`src/design/plti_pkg.sv`:
```
// Shared constants, types and codes for the piecewise-linear gain table.
package plti_pkg;

  localparam int MAX_POINTS = 256;
  localparam int ADDR_W = $clog2(MAX_POINTS);
  localparam int CNT_W = ADDR_W + 1;
  localparam int FREQ_W = 24;
  localparam int GAIN_W = 32;
  localparam int PROD_W = GAIN_W + FREQ_W;
  localparam int STEP_W = $clog2(PROD_W);

  localparam logic MODE_LOAD = 1'b0;
  localparam logic MODE_QUERY = 1'b1;

  typedef enum logic [1:0] {
    ST_INTERP = 2'd0,
    ST_BELOW  = 2'd1,
    ST_ABOVE  = 2'd2,
    ST_EMPTY  = 2'd3
  } status_e;

  typedef struct packed {
    logic [GAIN_W-1:0] gain;
    logic [FREQ_W-1:0] freq;
  } entry_t;

endpackage

```
`src/design/plti_div.sv`:
```
// Restoring divider that produces one quotient bit per cycle.
module plti_div (
  input  logic                        clk_i,
  input  logic                        rst_ni,
  input  logic                        start_i,
  input  logic [plti_pkg::PROD_W-1:0] dividend_i,
  input  logic [plti_pkg::FREQ_W-1:0] divisor_i,
  output logic                        done_o,
  output logic [plti_pkg::GAIN_W-1:0] quotient_o
);

  logic                        run_q;
  logic                        done_q;
  logic [plti_pkg::STEP_W-1:0] cnt_q;
  logic [plti_pkg::PROD_W-1:0] acc_q;
  logic [plti_pkg::FREQ_W-1:0] rem_q;
  logic [plti_pkg::FREQ_W-1:0] div_q;
  logic [plti_pkg::FREQ_W:0]   trial;
  logic [plti_pkg::FREQ_W:0]   diff;
  logic                        fits;

  assign trial = {rem_q, acc_q[plti_pkg::PROD_W-1]};
  assign diff  = trial - {1'b0, div_q};
  assign fits  = trial >= {1'b0, div_q};

  always_ff @(posedge clk_i or negedge rst_ni) begin
    if (!rst_ni) begin
      run_q  <= 1'b0;
      done_q <= 1'b0;
      cnt_q  <= '0;
    end else begin
      done_q <= run_q && !start_i && (cnt_q == '0);
      if (start_i) begin
        run_q <= 1'b1;
        cnt_q <= plti_pkg::STEP_W'(plti_pkg::PROD_W - 1);
      end else if (run_q) begin
        if (cnt_q == '0) begin
          run_q <= 1'b0;
        end else begin
          cnt_q <= cnt_q - 1'b1;
        end
      end
    end
  end

  always_ff @(posedge clk_i) begin
    if (start_i) begin
      acc_q <= dividend_i;
      rem_q <= '0;
      div_q <= divisor_i;
    end else if (run_q) begin
      acc_q <= {acc_q[plti_pkg::PROD_W-2:0], fits};
      rem_q <= fits ? diff[plti_pkg::FREQ_W-1:0] : trial[plti_pkg::FREQ_W-1:0];
    end
  end

  assign done_o     = done_q;
  assign quotient_o = acc_q[plti_pkg::GAIN_W-1:0];

endmodule

```
`config.mk`:
```
export PLATFORM = sky130hd
export DESIGN_NAME = plti_div
export DESIGN_NICKNAME = d
export VERILOG_FILES = /design/src/design/plti_pkg.sv /design/src/design/plti_div.sv
export SDC_FILE = /design/constraint.sdc
export NUM_CORES = 1
export LEC_CHECK = 0
export BUFFER_PORTS_ARGS = -buffer_cell sky130_fd_sc_hd__buf_2
export CAP_MARGIN = 20
export CORE_MARGIN = 2
export CORE_UTILIZATION = 37
export DETAILED_ROUTE_END_ITERATION = 8
export PLACE_DENSITY_LB_ADDON = 0.2
export SETUP_SLACK_MARGIN = 0.1
export SLEW_MARGIN = 5
export SYNTH_ARGS = -nofsm -noshare
export SYNTH_HDL_FRONTEND = slang
export SYNTH_SLANG_ARGS = --single-unit
```
`constraint.sdc`:
```
create_clock -name clk_i -period 3.17 [get_ports clk_i]
set_clock_uncertainty 0.15 [all_clocks]
set_input_delay 0.1585 -clock clk_i [delete_from_list [all_inputs] [get_ports clk_i]]
set_output_delay 0.1585 -clock clk_i [all_outputs]
set_load 0.1 [all_outputs]
```
==> metrics.log <==
INFO  metric data_arrival_critical_path = 3140 ps
INFO  metric fp-row-count = 47
INFO  metric gr-usage-all-layers = 16.8%
INFO  metric area_fraction_in_compound_gates_after_synthesis = 12.2%
INFO  metric final_hold_viol_count = 0
INFO  metric core-area = 16,500 um2
INFO  metric yosys.area_share.xor_xnor = 2.82%
INFO  metric post_drt_via_cell_ratio = 4.88
INFO  metric final.fill_count = 1,481
INFO  metric detailroute.via_count = 4,780
INFO  metric htree_num_levels = 3
INFO  metric port_buffers = 115
INFO  metric max_cap_viols = 0
INFO  metric clkLatencyLatePin = 370 ps
INFO  metric clkSinkCount = 112
INFO  metric cpPeakStageDelay = 400 ps
INFO  metric post_syn_area = 6200 um2
INFO  metric ys_async_sr_fraction = 7.14%
INFO  metric power_leakage = 3.62 nW
INFO  metric drt_iter0_drc = 123
INFO  metric num-nets-final = 865
INFO  metric detail_route.first_pass.iterations = 4
INFO  metric critPathLaunchType = register
INFO  metric clockBufferDepth = 2
INFO  metric place.detailed.hpwl = 9470 um
INFO  metric relSlewSlack = 62.7%
INFO  metric whs = 12.5 ps
INFO  metric totalNegativeSetupSlack = 0 ps
INFO  metric finalSetupViolCount = 0
INFO  metric final.period_utilization = 95.3%
INFO  metric synth.mux.area_fraction = 12.3%
INFO  metric synth.lib_cells_used.distinct = 60
INFO  metric io_pins = 116
INFO  metric path_cells = inv_2 > ha_4 > nor2b_4 > o2111ai_4 > a2111oi_4 > or4_4 > a21oi_4 > buf_6 > or2_4 > or3_1 > a311oi_1
INFO  metric synth_edf_count = 80
INFO  metric synth.top_cells.by_area = sky130_fd_sc_hd__edfxtp_1 39%, sky130_fd_sc_hd__mux2_2 10%, sky130_fd_sc_hd__dfxtp_1 7.7%, sky130_fd_sc_hd__ha_1 5.2%, sky130_fd_sc_hd__buf_4 3.9%
INFO  metric synth_fa_ha_area_share = 5.57%
INFO  metric start_util = 37.7%
INFO  metric final_layout_size_suffix_gt1_share = 38.4%
INFO  metric yosysWarningCount = 0
INFO  metric cell_accounting_for_the_most_synthesized_area = sky130_fd_sc_hd__edfxtp_1
INFO  metric drt.antenna.violating_nets = 0
INFO  metric antenna-diode-count = 0
INFO  metric worstRegToRegCells = 11
INFO  metric clockRootBuffer = sky130_fd_sc_hd__clkbuf_16
INFO  metric final.min_clock_period = 3020 ps
INFO  metric area_growth_syn_to_layout = 37.6%
INFO  metric cts_made_buffers = 9
INFO  metric clock_transition_time_at_the_flip_flop_clock_pins_of_the_worst_setup_and_hold_paths = 80 ps
INFO  metric seq_area_frac_synth = 49.7%
INFO  metric powerDensity = 445 nW/um2
INFO  metric initial_antenna_violation_count = 0
INFO  metric synth-seq-cells = 112
INFO  metric routed_wire_length_per_instance = 14.9 um
INFO  metric synth_nets = 649
INFO  metric synth_top_cell_area_share = 38.7%
INFO  metric chipWidth = 133 um
INFO  metric main_combinational_cell_family_by_area_after_synthesis = multiplexers
INFO  metric grt_setup_unrepaired = yes
INFO  metric cp.required = 3290 ps
INFO  metric status = completed
INFO  metric slew_viol_final = 0
INFO  metric globalRoute.totalOverflow = 0
INFO  metric synth_simple_gate_area_share = 9.38%
INFO  metric post-route-drc-count = 0
INFO  metric timing_worst_setup_path_type = register to register
INFO  metric syn-instance-count = 539
INFO  metric cts_tree = built
INFO  metric floorplan.die_area = 17,800 um2
INFO  metric finalWeightedCongestion = 0.800
INFO  metric drt-total-wl = 14,600 um
INFO  metric largest_net_degree_at_the_start_of_global_routing = 63
INFO  metric path_max_fanout = 7
INFO  metric wire_length_of_the_first_global_routing_pass = 24,200 um
INFO  metric min_path_type = input pin to async pin
INFO  metric floorplan.die.height = 133 um
INFO  metric max_slew.worst_pin.slew = 558 ps
INFO  metric cell_with_the_largest_stage_delay_on_the_worst_path = sky130_fd_sc_hd__a2111oi_4
INFO  metric via_count_of_the_first_global_routing_pass = 5,074
INFO  metric postSynth.topFlopCell = sky130_fd_sc_hd__edfxtp_1
INFO  metric synth.avg_cell_area = 11.5 um2
INFO  metric critical_path.endpoint_type = register
INFO  metric max_vdd_drop = 0.366 mV
INFO  metric max_clock_freq = 331 MHz
path summary, 6_finish.rpt:
path / start / slack (ps) / to
min in group clk_i: start_i / 40 / rem_q[3]$_SDFFE_PP0P_
min reg2reg: rem_q[23]$_SDFFE_PP0P_ / 340 / rem_q[23]$_SDFFE_PP0P_
max in group asynchronous: rst_ni / 2690 / cnt_q[3]$_DFFE_PN0P_
max: div_q[1]$_DFFE_PP_ / 150 / rem_q[14]$_SDFFE_PP0P_
min: rst_ni / 10 / cnt_q[0]$_DFFE_PN0P_
max reg2reg: div_q[1]$_DFFE_PP_ / 150 / rem_q[14]$_SDFFE_PP0P_
cell usage after synthesis, types with 2 or more instances:
cell / count
sky130_fd_sc_hd__clkbuf_2: 3
sky130_fd_sc_hd__buf_2: 3
sky130_fd_sc_hd__nor3_1: 9
sky130_fd_sc_hd__xor2_1: 7
sky130_fd_sc_hd__a31oi_1: 3
sky130_fd_sc_hd__nor2_1: 39
sky130_fd_sc_hd__mux2_2: 56
sky130_fd_sc_hd__o211ai_1: 2
sky130_fd_sc_hd__dfxtp_1: 24
sky130_fd_sc_hd__edfxtp_1: 80
sky130_fd_sc_hd__ha_1: 26
sky130_fd_sc_hd__a311oi_1: 10
sky130_fd_sc_hd__nor2b_1: 5
sky130_fd_sc_hd__nand3_1: 6
sky130_fd_sc_hd__xnor2_1: 13
sky130_fd_sc_hd__buf_6: 3
sky130_fd_sc_hd__o2111ai_1: 2
sky130_fd_sc_hd__mux2i_1: 12
sky130_fd_sc_hd__dfrtp_1: 8
sky130_fd_sc_hd__o21ai_0: 9
sky130_fd_sc_hd__a211oi_1: 16
sky130_fd_sc_hd__or2_2: 3
sky130_fd_sc_hd__clkbuf_1: 21
sky130_fd_sc_hd__o21a_1: 7
sky130_fd_sc_hd__a21oi_1: 19
sky130_fd_sc_hd__or3_1: 3
sky130_fd_sc_hd__nand2b_1: 9
sky130_fd_sc_hd__a31o_2: 2
sky130_fd_sc_hd__a211o_1: 2
sky130_fd_sc_hd__inv_1: 30
sky130_fd_sc_hd__nand4_1: 5
sky130_fd_sc_hd__o31a_1: 3
sky130_fd_sc_hd__buf_4: 32
sky130_fd_sc_hd__nand2_1: 26
sky130_fd_sc_hd__nor3b_1: 3
sky130_fd_sc_hd__a21o_1: 11
sky130_fd_sc_hd__nor4_1: 4
sequential cells by signal (all words and copies together) (netlist names):
| register | cells |
|---|---|
| acc_q | 56 |
| div_q | 24 |
| rem_q | 24 |
| cnt_q | 6 |
| done_o | 1 |
| run_q | 1 |
power breakdown:
group	internal (W)	switching, W	total [W]
Clock	0.000637	0.000593	0.00123
Combinational	0.000315	0.000523	0.000838
Sequential	0.00168	0.0000418	0.00173
final cells by class:
class | instances | area (um2) | share of cell area, %
Timing Repair Buffer | 266 | 1970 | 23.1
Clock buffer | 9 | 225 | 2.64
Clock inverter | 7 | 97.6 | 1.14
Tap cell | 220 | 275 | 3.22
Inverter | 30 | 113 | 1.32
Multi-Input combinational cell | 336 | 2770 | 32.5
Sequential cell | 112 | 3080 | 36.1
cell usage in the layout (no fill, tap or decap), types with 13 or more instances in the layout:
| cell type | netlist | layout |
|---|---|---|
| sky130_fd_sc_hd__buf_2 | 3 | 114 |
| sky130_fd_sc_hd__dlygate4sd3_1 | 0 | 81 |
| sky130_fd_sc_hd__ha_1 | 26 | 23 |
| sky130_fd_sc_hd__nor2_1 | 39 | 39 |
| sky130_fd_sc_hd__nand2_1 | 26 | 26 |
| sky130_fd_sc_hd__buf_4 | 32 | 65 |
| sky130_fd_sc_hd__edfxtp_1 | 80 | 80 |
| sky130_fd_sc_hd__dfxtp_1 | 24 | 24 |
| sky130_fd_sc_hd__inv_1 | 30 | 28 |
| sky130_fd_sc_hd__xnor2_1 | 13 | 13 |
| sky130_fd_sc_hd__a21oi_1 | 19 | 17 |
| sky130_fd_sc_hd__mux2_2 | 56 | 56 |
through the flow:
step	utilization, %	cell area [um2]	cells	setup slack, ps	total power (W)
5_1_grt	51.8	8540	980	33.9	0.00396
3_3_place_gp	43.5	7170	876	-201	0.00248
6_report	51.8	8540	980	148	0.00380
4_1_cts	50.8	8360	975	119	0.00381
3_5_place_dp	43.7	7190	877	31.2	0.00249
2_1_floorplan	-	6200	539	319	0.00234
cells by family (layout without fill, tap and decap cells):
logic type,Yosys count,count (layout)
DFF,112,112
muxes,69,69
and+or+nand+nor,119,120
AOI/OAI and AO/OA,100,100
xor gates and xnor gates,20,20
adders and majority gates,27,27
buffers and inverters,92,312
critical path, delay by kind of cell, from the launching register on:
| family | cells | cell delay [ps] |
|---|---|---|
| simple gates | 4 | 1040 |
| buf+inv | 2 | 200 |
| compound gates | 4 | 910 |
| flops | 1 | 370 |
| fa+ha+maj | 1 | 260 |
timing repair:
| item | in CTS | in global routing |
|---|---|---|
| resized for setup | 7 | 26 |
| cloned | 1 | 1 |
| endpoints found under the setup margin | 20 | 22 |
| hold buffers | 81 | 0 |
| setup buffers | 0 | 4 |
| pin swaps | 3 | 21 |
| endpoints found under the hold margin | 88 | 0 |
metal layers:
| layer | wire length, um | up-vias | GRT usage, % |
|---|---|---|---|
| met1 | 6330 | 2276 | 21.0 |
| li1 | - | 2378 | - |
| met5 | 0 | - | 0 |
| met4 | 190 | 0 | 4.14 |
| met3 | 703 | 16 | 4.41 |
| met2 | 7370 | 110 | 29.1 |
Power figures use the tool's default switching activity.
